--- config.mk ---
export PLATFORM = sky130hd
export DESIGN_NAME = keyboard_matrix_scan_encoder
export DESIGN_NICKNAME = d
export VERILOG_FILES = /design/src/kmse_pkg.sv /design/src/kmse_ram.sv /design/src/keyboard_matrix_scan_encoder.sv
export SDC_FILE = /design/constraint.sdc
export NUM_CORES = 2
export LEC_CHECK = 0
export BUFFER_PORTS_ARGS = -buffer_cell sky130_fd_sc_hd__buf_2
export CAP_MARGIN = 20
export CORE_MARGIN = 4
export CORE_UTILIZATION = 35
export DETAILED_ROUTE_END_ITERATION = 8
export SLEW_MARGIN = 30
export SYNTH_ARGS = -nofsm -noshare
export SYNTH_HDL_FRONTEND = slang
export SYNTH_SLANG_ARGS = --single-unit
--- constraint.sdc ---
create_clock -name clk_i -period 6.3 [get_ports clk_i]
set_clock_uncertainty 0.2 [all_clocks]
set_input_delay 0.945 -clock clk_i [delete_from_list [all_inputs] [get_ports clk_i]]
set_output_delay 0.945 -clock clk_i [all_outputs]
set_load 0.02 [all_outputs]
--- src/kmse_pkg.sv ---
// ----------------------------------------------------------------------------
// kmse_pkg - shared types and constants of the keyboard matrix scan encoder
// Keymap table, action and layer codes, register indexes and report layout.
// ----------------------------------------------------------------------------
package kmse_pkg;

  localparam int MAP_ROWS     = 5;
  localparam int MAP_COLS     = 18;
  localparam int MAP_SIZE     = MAP_ROWS * MAP_COLS;
  localparam int REPORT_SLOTS = 6;
  localparam int CODE_W       = 8;
  localparam int COUNT_W      = 3;
  localparam int PADDR_W      = 5;
  localparam int PDATA_W      = 32;
  localparam int IN_DATA_W    = 16;
  localparam int OUT_DATA_W   = 64;

  // action field of a keymap entry
  localparam logic [1:0] ACT_NONE = 2'd0;
  localparam logic [1:0] ACT_KEY  = 2'd1;
  localparam logic [1:0] ACT_MOD  = 2'd2;

  // keymap layers
  localparam logic [1:0] LAYER_BASE = 2'd0;
  localparam logic [1:0] LAYER_ONE  = 2'd1;
  localparam logic [1:0] LAYER_TWO  = 2'd2;

  typedef enum logic [2:0] {
    REG_FN_ROW,
    REG_FN_COL,
    REG_FN2_ROW,
    REG_FN2_COL,
    REG_SHIFT_ROW,
    REG_SHIFT_COL
  } cfg_reg_e;

  typedef struct packed {
    logic [1:0]        act;
    logic [CODE_W-1:0] code;
  } map_entry_t;

  // base layer, row by row, {action, code}
  localparam logic [9:0] KEYMAP_BASE [MAP_SIZE] = '{
    10'h129, 10'h126, 10'h127, 10'h11E, 10'h122, 10'h124, 10'h000, 10'h123, 10'h11F,
    10'h120, 10'h125, 10'h121, 10'h14C, 10'h000, 10'h000, 10'h000, 10'h000, 10'h000,
    10'h139, 10'h10D, 10'h109, 10'h110, 10'h113, 10'h119, 10'h000, 10'h133, 10'h135,
    10'h11D, 10'h138, 10'h134, 10'h131, 10'h000, 10'h000, 10'h000, 10'h000, 10'h000,
    10'h204, 10'h115, 10'h116, 10'h111, 10'h107, 10'h105, 10'h000, 10'h12D, 10'h104,
    10'h108, 10'h10C, 10'h10B, 10'h114, 10'h000, 10'h000, 10'h000, 10'h000, 10'h000,
    10'h000, 10'h000, 10'h10A, 10'h10F, 10'h106, 10'h11A, 10'h12A, 10'h12E, 10'h118,
    10'h112, 10'h11C, 10'h000, 10'h000, 10'h000, 10'h000, 10'h000, 10'h000, 10'h000,
    10'h201, 10'h11B, 10'h136, 10'h137, 10'h202, 10'h12C, 10'h12B, 10'h117, 10'h128,
    10'h12F, 10'h130, 10'h10E, 10'h1E3, 10'h000, 10'h000, 10'h000, 10'h000, 10'h000
  };

  // keymap lookup: base entry, with the code replaced on the fn layers
  function automatic map_entry_t keymap_entry(input logic [1:0] layer,
                                              input logic [2:0] row,
                                              input logic [4:0] col);
    map_entry_t  e;
    logic        hit;
    logic [7:0]  p1;
    logic [7:0]  p2;
    e   = '0;
    hit = 1'b0;
    p1  = '0;
    p2  = '0;
    if (int'(row) < MAP_ROWS && int'(col) < MAP_COLS) begin
      e = map_entry_t'(KEYMAP_BASE[7'(int'(row) * MAP_COLS + int'(col))]);
    end
    unique case ({row, col})
      {3'd0, 5'd0}:  begin hit = 1'b1; p1 = 8'h44; p2 = 8'h44; end
      {3'd0, 5'd1}:  begin hit = 1'b1; p1 = 8'h42; p2 = 8'h42; end
      {3'd0, 5'd2}:  begin hit = 1'b1; p1 = 8'h43; p2 = 8'h43; end
      {3'd0, 5'd3}:  begin hit = 1'b1; p1 = 8'h3A; p2 = 8'h3A; end
      {3'd0, 5'd4}:  begin hit = 1'b1; p1 = 8'h3E; p2 = 8'h3E; end
      {3'd0, 5'd5}:  begin hit = 1'b1; p1 = 8'h40; p2 = 8'h40; end
      {3'd0, 5'd7}:  begin hit = 1'b1; p1 = 8'h3F; p2 = 8'h3F; end
      {3'd0, 5'd8}:  begin hit = 1'b1; p1 = 8'h3B; p2 = 8'h3B; end
      {3'd0, 5'd9}:  begin hit = 1'b1; p1 = 8'h3C; p2 = 8'h3C; end
      {3'd0, 5'd10}: begin hit = 1'b1; p1 = 8'h41; p2 = 8'h41; end
      {3'd0, 5'd11}: begin hit = 1'b1; p1 = 8'h3D; p2 = 8'h3D; end
      {3'd0, 5'd12}: begin hit = 1'b1; p1 = 8'h45; p2 = 8'h45; end
      {3'd1, 5'd4}:  begin hit = 1'b1; p1 = 8'h46; p2 = 8'h46; end
      {3'd4, 5'd9}:  begin hit = 1'b1; p1 = 8'h80; p2 = 8'h80; end
      {3'd4, 5'd10}: begin hit = 1'b1; p1 = 8'h81; p2 = 8'h81; end
      // arrows on layer one, home/end/page keys on layer two
      {3'd4, 5'd2}:  begin hit = 1'b1; p1 = 8'h50; p2 = 8'h4A; end
      {3'd4, 5'd3}:  begin hit = 1'b1; p1 = 8'h51; p2 = 8'h4E; end
      {3'd3, 5'd4}:  begin hit = 1'b1; p1 = 8'h4F; p2 = 8'h4D; end
      {3'd3, 5'd3}:  begin hit = 1'b1; p1 = 8'h52; p2 = 8'h4B; end
      default: ;
    endcase
    if (hit && layer == LAYER_ONE) begin
      e.code = p1;
    end else if (hit && layer == LAYER_TWO) begin
      e.code = p2;
    end
    return e;
  endfunction

endpackage

--- src/kmse_ram.sv ---
// ----------------------------------------------------------------------------
// kmse_ram - generic simple dual-port RAM
// One write port, one read port with registered read data.
// ----------------------------------------------------------------------------
module kmse_ram #(
  parameter int WIDTH = 8,
  parameter int DEPTH = 90,
  localparam int AW   = (DEPTH > 1) ? $clog2(DEPTH) : 1
) (
  input  logic             clk_i,
  input  logic             we_i,
  input  logic [AW-1:0]    waddr_i,
  input  logic [WIDTH-1:0] wdata_i,
  input  logic             re_i,
  input  logic [AW-1:0]    raddr_i,
  output logic [WIDTH-1:0] rdata_o
);

  logic [WIDTH-1:0] mem_q [DEPTH];
  logic [WIDTH-1:0] rdata_q;

  always_ff @(posedge clk_i) begin
    if (we_i) begin
      mem_q[waddr_i] <= wdata_i;
    end
    if (re_i) begin
      rdata_q <= mem_q[raddr_i];
    end
  end

  assign rdata_o = rdata_q;

endmodule

--- src/keyboard_matrix_scan_encoder.sv ---
// ----------------------------------------------------------------------------
// keyboard_matrix_scan_encoder - matrix scan to six-key HID report encoder
// Debounces raw matrix samples in a history RAM, looks up the layered keymap
// and builds one report per scan with keys down, or a single empty report on going idle.
// ----------------------------------------------------------------------------
//  channel   dir   handshake              payload
//  s_axis    in    tvalid/tready          tdata {level, col, row}, tlast end of scan
//  m_axis    out   tvalid/tready          tdata {count, codes 5..0, modifiers}
//  apb       in    psel/penable/pwrite    paddr, pwdata, prdata (pready tied high)
//
//  One sample per cycle. A sample reads its history at acceptance and writes
//  it back from the work stage; a back-to-back hit on the same position is
//  forwarded from the last write. The end-of-scan beat holds in the work
//  stage only while a previous report is still waiting on m_axis. Reset clears
//  the history valid bits at once: there is no clearing pass.
module keyboard_matrix_scan_encoder #(
  parameter int ROWS         = 5,
  parameter int COLS         = 18,
  parameter int MAX_KEYS     = 6,
  parameter int HISTORY_BITS = 8
) (
  input  logic                              clk_i,
  input  logic                              rst_ni,
  // slave stream: sample beats
  input  logic                              s_axis_tvalid,
  output logic                              s_axis_tready,
  input  logic [kmse_pkg::IN_DATA_W-1:0]    s_axis_tdata,  // row[2:0], col[7:3], level[8]
  input  logic                              s_axis_tlast,
  // master stream: report beats
  output logic                              m_axis_tvalid,
  input  logic                              m_axis_tready,
  // modifiers[7:0], key_code_0..5 [55:8], key_count[58:56]
  output logic [kmse_pkg::OUT_DATA_W-1:0]   m_axis_tdata,
  // configuration
  input  logic                              psel,
  input  logic                              penable,
  input  logic                              pwrite,
  input  logic [kmse_pkg::PADDR_W-1:0]      paddr,
  input  logic [kmse_pkg::PDATA_W-1:0]      pwdata,
  output logic [kmse_pkg::PDATA_W-1:0]      prdata,
  output logic                              pready
);

  localparam int NPOS = ROWS * COLS;
  localparam int AW   = (NPOS > 1) ? $clog2(NPOS) : 1;
  localparam int HW   = HISTORY_BITS;
  localparam int CW   = kmse_pkg::CODE_W;
  localparam int NW   = kmse_pkg::COUNT_W;
  localparam int NS   = kmse_pkg::REPORT_SLOTS;

  // --------------------------------------------------------------------------
  // configuration registers
  // --------------------------------------------------------------------------
  logic [2:0] fn_row_q, fn2_row_q, sh_row_q;
  logic [4:0] fn_col_q, fn2_col_q, sh_col_q;
  logic       cfg_wr;
  logic [2:0] cfg_sel;

  assign pready  = 1'b1;
  assign cfg_wr  = psel && penable && pwrite;
  assign cfg_sel = paddr[4:2];

  always_ff @(posedge clk_i or negedge rst_ni) begin
    if (!rst_ni) begin
      fn_row_q  <= 3'd2;
      fn_col_q  <= 5'd6;
      fn2_row_q <= 3'd1;
      fn2_col_q <= 5'd6;
      sh_row_q  <= 3'd4;
      sh_col_q  <= 5'd4;
    end else if (cfg_wr) begin
      unique case (cfg_sel)
        kmse_pkg::REG_FN_ROW:    fn_row_q  <= pwdata[2:0];
        kmse_pkg::REG_FN_COL:    fn_col_q  <= pwdata[4:0];
        kmse_pkg::REG_FN2_ROW:   fn2_row_q <= pwdata[2:0];
        kmse_pkg::REG_FN2_COL:   fn2_col_q <= pwdata[4:0];
        kmse_pkg::REG_SHIFT_ROW: sh_row_q  <= pwdata[2:0];
        kmse_pkg::REG_SHIFT_COL: sh_col_q  <= pwdata[4:0];
        default: ;
      endcase
    end
  end

  always_comb begin
    prdata = '0;
    unique case (cfg_sel)
      kmse_pkg::REG_FN_ROW:    prdata = 32'(fn_row_q);
      kmse_pkg::REG_FN_COL:    prdata = 32'(fn_col_q);
      kmse_pkg::REG_FN2_ROW:   prdata = 32'(fn2_row_q);
      kmse_pkg::REG_FN2_COL:   prdata = 32'(fn2_col_q);
      kmse_pkg::REG_SHIFT_ROW: prdata = 32'(sh_row_q);
      kmse_pkg::REG_SHIFT_COL: prdata = 32'(sh_col_q);
      default:                 prdata = '0;
    endcase
  end

  // --------------------------------------------------------------------------
  // accept stage: issue the history read
  // --------------------------------------------------------------------------
  logic [2:0]    in_row;
  logic [4:0]    in_col;
  logic          in_level;
  logic          in_inm;
  logic [AW-1:0] in_addr;
  logic          accept;

  assign in_row   = s_axis_tdata[2:0];
  assign in_col   = s_axis_tdata[7:3];
  assign in_level = s_axis_tdata[8];
  assign in_inm   = (32'(in_row) < ROWS) && (32'(in_col) < COLS);
  assign in_addr  = in_inm ? AW'(32'(in_row) * COLS + 32'(in_col)) : '0;
  assign accept   = s_axis_tvalid && s_axis_tready;

  // work stage registers
  logic          s1_valid_q;
  logic [2:0]    s1_row_q;
  logic [4:0]    s1_col_q;
  logic          s1_level_q;
  logic          s1_inm_q;
  logic          s1_last_q;
  logic [AW-1:0] s1_addr_q;
  logic          s1_adv;

  // hold the end-of-scan beat while the output register is still occupied
  assign s1_adv        = s1_valid_q && !(s1_last_q && m_axis_tvalid && !m_axis_tready);
  assign s_axis_tready = !s1_valid_q || s1_adv;

  always_ff @(posedge clk_i or negedge rst_ni) begin
    if (!rst_ni) begin
      s1_valid_q <= 1'b0;
    end else if (s_axis_tready) begin
      s1_valid_q <= s_axis_tvalid;
    end
  end

  always_ff @(posedge clk_i) begin
    if (accept) begin
      s1_row_q   <= in_row;
      s1_col_q   <= in_col;
      s1_level_q <= in_level;
      s1_inm_q   <= in_inm;
      s1_last_q  <= s_axis_tlast;
      s1_addr_q  <= in_addr;
    end
  end

  // --------------------------------------------------------------------------
  // history RAM with valid and down bits per position
  // --------------------------------------------------------------------------
  logic [HW-1:0]   ram_rdata;
  logic [HW-1:0]   hist_old;
  logic [HW-1:0]   hist_new;
  logic            down_now;
  logic            hist_we;
  logic [NPOS-1:0] hvalid_q;
  logic [NPOS-1:0] down_q;
  logic            fwd_valid_q;
  logic [AW-1:0]   fwd_addr_q;
  logic [HW-1:0]   fwd_data_q;
  logic            fwd_hit;

  kmse_ram #(
    .WIDTH (HW),
    .DEPTH (NPOS)
  ) u_hist_ram (
    .clk_i   (clk_i),
    .we_i    (hist_we),
    .waddr_i (s1_addr_q),
    .wdata_i (hist_new),
    .re_i    (accept),
    .raddr_i (in_addr),
    .rdata_o (ram_rdata)
  );

  assign fwd_hit  = fwd_valid_q && (fwd_addr_q == s1_addr_q);
  assign hist_old = fwd_hit ? fwd_data_q : (hvalid_q[s1_addr_q] ? ram_rdata : '0);
  assign hist_new = HW'({hist_old, s1_level_q});
  assign down_now = |hist_new;
  assign hist_we  = s1_adv && s1_inm_q;

  always_ff @(posedge clk_i or negedge rst_ni) begin
    if (!rst_ni) begin
      hvalid_q    <= '0;
      down_q      <= '0;
      fwd_valid_q <= 1'b0;
    end else if (s1_adv) begin
      // the next beat read the RAM at this edge: keep this write for it
      fwd_valid_q <= s1_inm_q;
      if (s1_inm_q) begin
        hvalid_q[s1_addr_q] <= 1'b1;
        down_q[s1_addr_q]   <= down_now;
      end
    end
  end

  always_ff @(posedge clk_i) begin
    if (s1_adv) begin
      fwd_addr_q <= s1_addr_q;
      fwd_data_q <= hist_new;
    end
  end

  // --------------------------------------------------------------------------
  // keymap lookup and report accumulation
  // --------------------------------------------------------------------------
  logic                 fn_held_q, fn_lock_q, fn2_held_q, fn2_lock_q, idle_sent_q;
  logic [1:0]           layer;
  kmse_pkg::map_entry_t entry;
  logic                 hit_key;
  logic                 add_key;
  logic [CW-1:0]        mod_q, mod_d;
  logic [NW-1:0]        cnt_q, cnt_d;
  logic [CW-1:0]        codes_q [NS];
  logic [CW-1:0]        codes_d [NS];
  logic                 report_full;
  logic                 emit;

  always_comb begin
    if ((fn_lock_q && fn2_lock_q) || (fn_held_q && fn2_held_q)) begin
      layer = kmse_pkg::LAYER_TWO;
    end else if (fn_lock_q || fn2_lock_q || fn_held_q || fn2_held_q) begin
      layer = kmse_pkg::LAYER_ONE;
    end else begin
      layer = kmse_pkg::LAYER_BASE;
    end
  end

  assign entry   = kmse_pkg::keymap_entry(layer, s1_row_q, s1_col_q);
  assign hit_key = s1_inm_q && down_now;
  assign add_key = hit_key && (entry.act == kmse_pkg::ACT_KEY) && (32'(cnt_q) < MAX_KEYS);

  always_comb begin
    mod_d   = mod_q;
    cnt_d   = cnt_q;
    codes_d = codes_q;
    if (hit_key && entry.act == kmse_pkg::ACT_MOD) begin
      mod_d = mod_q | entry.code;
    end
    if (add_key) begin
      codes_d[cnt_q] = entry.code;
      cnt_d          = cnt_q + NW'(1);
    end
  end

  assign report_full = (cnt_d != '0) || (mod_d != '0);
  assign emit        = report_full || !idle_sent_q;

  // fn and shift key state as of this beat
  logic [2:0]    krow [3];
  logic [4:0]    kcol [3];
  logic [2:0]    kdown;

  assign krow[0] = fn_row_q;
  assign kcol[0] = fn_col_q;
  assign krow[1] = fn2_row_q;
  assign kcol[1] = fn2_col_q;
  assign krow[2] = sh_row_q;
  assign kcol[2] = sh_col_q;

  always_comb begin
    logic          kin;
    logic [AW-1:0] kidx;
    for (int k = 0; k < 3; k++) begin
      kin  = (32'(krow[k]) < ROWS) && (32'(kcol[k]) < COLS);
      kidx = kin ? AW'(32'(krow[k]) * COLS + 32'(kcol[k])) : '0;
      if (!kin) begin
        kdown[k] = 1'b0;
      end else if (s1_inm_q && kidx == s1_addr_q) begin
        kdown[k] = down_now;
      end else begin
        kdown[k] = down_q[kidx];
      end
    end
  end

  always_ff @(posedge clk_i or negedge rst_ni) begin
    if (!rst_ni) begin
      mod_q       <= '0;
      cnt_q       <= '0;
      codes_q     <= '{default: '0};
      fn_held_q   <= 1'b0;
      fn_lock_q   <= 1'b0;
      fn2_held_q  <= 1'b0;
      fn2_lock_q  <= 1'b0;
      idle_sent_q <= 1'b0;
    end else if (s1_adv) begin
      if (s1_last_q) begin
        mod_q   <= '0;
        cnt_q   <= '0;
        codes_q <= '{default: '0};
        // shift held on a fresh fn press toggles that fn lock
        if (kdown[2] && kdown[0] && !fn_held_q) begin
          fn_lock_q <= !fn_lock_q;
        end
        if (kdown[2] && kdown[1] && !fn2_held_q) begin
          fn2_lock_q <= !fn2_lock_q;
        end
        fn_held_q   <= kdown[0];
        fn2_held_q  <= kdown[1];
        idle_sent_q <= !report_full;
      end else begin
        mod_q   <= mod_d;
        cnt_q   <= cnt_d;
        codes_q <= codes_d;
      end
    end
  end

  // --------------------------------------------------------------------------
  // output register
  // --------------------------------------------------------------------------
  logic                          out_valid_q;
  logic [kmse_pkg::OUT_DATA_W-1:0] out_data_q;

  always_ff @(posedge clk_i or negedge rst_ni) begin
    if (!rst_ni) begin
      out_valid_q <= 1'b0;
    end else if (s1_adv && s1_last_q && emit) begin
      out_valid_q <= 1'b1;
    end else if (m_axis_tready) begin
      out_valid_q <= 1'b0;
    end
  end

  // an empty report carries zeros, which the cleared accumulators already hold
  always_ff @(posedge clk_i) begin
    if (s1_adv && s1_last_q && emit) begin
      out_data_q <= {5'b0, cnt_d, codes_d[5], codes_d[4], codes_d[3], codes_d[2],
                     codes_d[1], codes_d[0], mod_d};
    end
  end

  assign m_axis_tvalid = out_valid_q;
  assign m_axis_tdata  = out_data_q;

  // --------------------------------------------------------------------------
  // assertions
  // --------------------------------------------------------------------------
  a_count_bound: assert property (@(posedge clk_i) disable iff (!rst_ni)
    m_axis_tvalid |-> (32'(m_axis_tdata[58:56]) <= MAX_KEYS))
    else $error("report key count above limit");

  a_unused_slots_zero: assert property (@(posedge clk_i) disable iff (!rst_ni)
    (m_axis_tvalid && m_axis_tdata[58:56] == 3'd0) |-> (m_axis_tdata[55:8] == '0))
    else $error("empty report carries key codes");

  a_hold_only_on_busy_out: assert property (@(posedge clk_i) disable iff (!rst_ni)
    (s1_valid_q && !s1_adv) |-> (s1_last_q && m_axis_tvalid && !m_axis_tready))
    else $error("work stage held without output backpressure");

  a_fwd_follows_write: assert property (@(posedge clk_i) disable iff (!rst_ni)
    hist_we |=> (fwd_valid_q && fwd_addr_q == $past(s1_addr_q)))
    else $error("history forward register missed a write");

endmodule
==> out/qor.csv <==
metric,value,unit
dominant cell by count in the synthesized netlist,edfxtp_1,
worst min path class,in2reg,
pin count of the biggest net entering global routing,98,
distinct cell type count of the synthesized netlist,104,
count of unresolved DRC violations after routing,0,
post-synthesis compound-gate area fraction,12.3,%
simple logic cell fraction of the synthesized area,10.4,%
Critical path origin,s1_col_q[1],
effective utilization at floorplan,35.4,%
number of sinks handled by clock tree synthesis,999,
total routing resource utilization after global routing,18.4,%
Leak Pwr,19.4,nW
detailed-route via count,31400,
Max-cap violations,0,
worst rel slew slack,32.6,%
Setup TNS,0,ns
cell types with the largest area share after synthesis,"edfxtp_1, dfrtp_1, mux2_2, mux2i_1, nand2_1",
portion of total power attributed to combinational logic,20.5,%
startpoint-to-endpoint class of the critical path,reg2reg,
average wire per cell in the routed design,23.7,µm
RR Endpoint,m_axis_tdata[44],
Synth-to-Final Area Change,13.1,%
slew at the pin closest to its max-slew limit,1.01,ns
summed instance area of the synthesized netlist,46700,µm²
Critical Path End,m_axis_tdata[44],
sequential fraction of the synthesis area,61.3,%
final hold violations,0,
power per cell area,334,nW/µm²
Setup crit start kind,register,
TritonCTS clock tree,built,
I/O pin count,160,
number of DRC markers after the initial detailed-route iteration,3416,
unrepaired setup endpoints after global routing,no,
Synth Area in Adders,1.04,%
share of cells above drive strength 1,20.8,%
H-tree depth,3,
xor/xnor cell area share of the yosys netlist,0.728,%
number of buffers inserted by port buffering,90,
die height,373,µm
internal portion of total power,0.0124,W
biggest fanout along the worst timing path,59,
number of buffers inserted for hold repair after clock tree synthesis,1,
"Avg Cell Area, Syn",12.7,µm²
worst endpoint required time,6.46,ns
cell count after synthesis,3672,
Post-synth EDFFs,728,
top_reg_cell synth,edfxtp_1,
multiplexer area fraction after synthesis,11.0,%
r2r worst-path depth,12,
sum of net half-perimeters after detailed placement,85.0,mm
share of synthesized registers carrying an async set or reset,27.1,%
clock network power share,35.1,%
Hold Slack,0.212,ns
most frequent cells after synthesis,"edfxtp_1, nand2_1, dfrtp_1",
Pre-antenna DRT Iters,6,
launching point of the worst reg2reg path,s1_col_q[1],
warnings from Yosys,0,
proportion of total power due to net switching,29.9,%
clock latency of the later-clocked register in the worst-skew pair,0.71,ns
result of the run,finished clean,
Max Clk Rate,183,MHz
cell row count,133,
ANT nets after route,0,
library cell with the largest summed area after synthesis,edfxtp_1,
Yosys top cell area share,46.8,%
Tmin final,5.46,ns
global placer's final weighted congestion,0.951,
utilization after layout,40.0,%
CP Capture Type,register,
post-cts sizing count,0,
number of global-route vias before repair,30200,
clk slew on worst S/H paths,0.06,ns
clock root cell,clkbuf_16,
setup slack on the worst flop-to-flop path,0.84,ns
sequential group share of total power,44.3,%
number of fill cells in the layout,12400,
remaining global-route overflow,0,
"sum of internal, switching and leakage power",0.0177,W
combinational family with the most area after synthesis,compound AO/OA/AOI/OAI gates,
Post-Route WL,132,mm
global-route wire length before repair,198,mm
total of flip-flops plus latches after synthesis,999,
"Setup violations, final",0,
Post CTS Setup Buffer Count,0,
TritonCTS Buffers,100,
final worst path period share,86.6,%
arrival time of data at the critical path endpoint,5.62,ns
initial antenna violation count,2,
"Slew Viols, Final",0,
Layout Nets,3823,
sw power,0.00528,W
area of the die,139000,µm²
Floorplan Core Area,132000,µm²
Max Buffers Root-to-Sink,3,
via count normalized by instance count,5.64,
maximum VDD drop,221,µV
chip width,373,µm
[flip-flops by register name, indices dropped and copies added (netlist names), 8 cells and up]
name and cells:
u_hist_ram.mem_q 630, down_q 90, hvalid_q 90, m_axis_tdata 59
codes_q 48, mod_q 8
[power by group through the flow]
stage	combinational, W	clock, W	sequential, W
finish	0.00363	0.00621	0.00783
global route	0.00387	0.00660	0.00787
CTS	0.00355	0.00633	0.00783
detailed placement	0.00353	0	0.00796
global placement	0.00350	0	0.00795
floorplan	0.00234	0	0.00791
[worst max-delay path, cell delays in order (launching register included)]
cell and delay (ns):
edfxtp_1 0.69, ha_1 0.38, fa_1 0.47, xor2_2 0.71, buf_4 0.27, nor3_2 0.08, a2111oi_0 0.54, a31oi_1 0.18
nor3b_2 0.64, a21o_1 0.26, a211oi_2 0.09, a31oi_4 0.26, buf_12 0.33
[routing by layer]
metal	global-route usage, %	routed length (µm)	share of wire (%)	vias up
met1	26.7	59300	45	15800
met4	5.84	4510	3.4	2
met5	0	13	0.0099	-
li1	-	-	-	14100
met3	3.38	9340	7.1	268
met2	27.8	58700	44	1294
[worst min path at each step]
stage / cells after the start / start / end / slack, ns
detailed placement: 1 / hvalid_q[59] / hvalid_q[59] / 0.25
floorplan: 0 / s1_addr_q[0] / fwd_addr_q[0] / 0.22
global placement: 1 / hvalid_q[49] / hvalid_q[49] / 0.25
finish: 1 / s_axis_tdata[8] / s1_level_q / 0.21
CTS: 1 / s_axis_tdata[8] / s1_level_q / 0.17
global route: 1 / s_axis_tdata[8] / s1_level_q / 0.18
[area by class of cell]
class / count / area [µm²] / share of cell area, %
antenna: 4 / 10.0 / 0.0189
clock buffer: 153 / 2860 / 5.41
clock inverter: 37 / 576 / 1.09
multi-input combinational: 2366 / 17000 / 32.2
tap: 1755 / 2200 / 4.15
inverter: 61 / 234 / 0.442
sequential: 999 / 28700 / 54.2
timing repair buffer: 198 / 1330 / 2.52
[cell usage in the layout, fill, tap and decap left out, drive strengths merged, types with 31 or more instances in the layout]
cell | synthesis | routed
clkbuf | 172 | 153
a22oi | 33 | 33
a31oi | 56 | 56
mux2 | 196 | 196
mux2i | 206 | 206
a311oi | 37 | 37
o211ai | 32 | 32
buf | 105 | 197
and3 | 34 | 34
nand2 | 334 | 334
inv | 57 | 60
o221ai | 58 | 58
nor3 | 59 | 59
dfrtp | 263 | 263
a211oi | 88 | 88
edfxtp | 728 | 728
or2 | 93 | 93
nand3 | 82 | 82
a21oi | 159 | 159
o22ai | 37 | 37
conb | 2 | 33
o21ai | 168 | 168
nor2 | 186 | 186
mux4 | 39 | 39
ha | 31 | 31
nor2b | 64 | 64
[kinds of logic after synthesis]
logic type	after synthesis
AOI/OAI and AO/OA	836
xor gates and xnor gates	38
adders and majority gates	36
buffers and inverters	338
DFF	999
muxes	441
other	2
and+or+nand+nor	982
[per-stage QoR]
step	cells	cell area, µm²	worst slack (ns)
2_1_floorplan	3703	46900	0.706
3_3_place_gp	5378	49200	0.980
3_5_place_dp	5378	49300	0.918
4_1_cts	5569	52800	0.913
5_1_grt	5569	52900	0.571
6_report	5573	52900	0.843
Note: power is estimated with default switching activity, not from simulation.
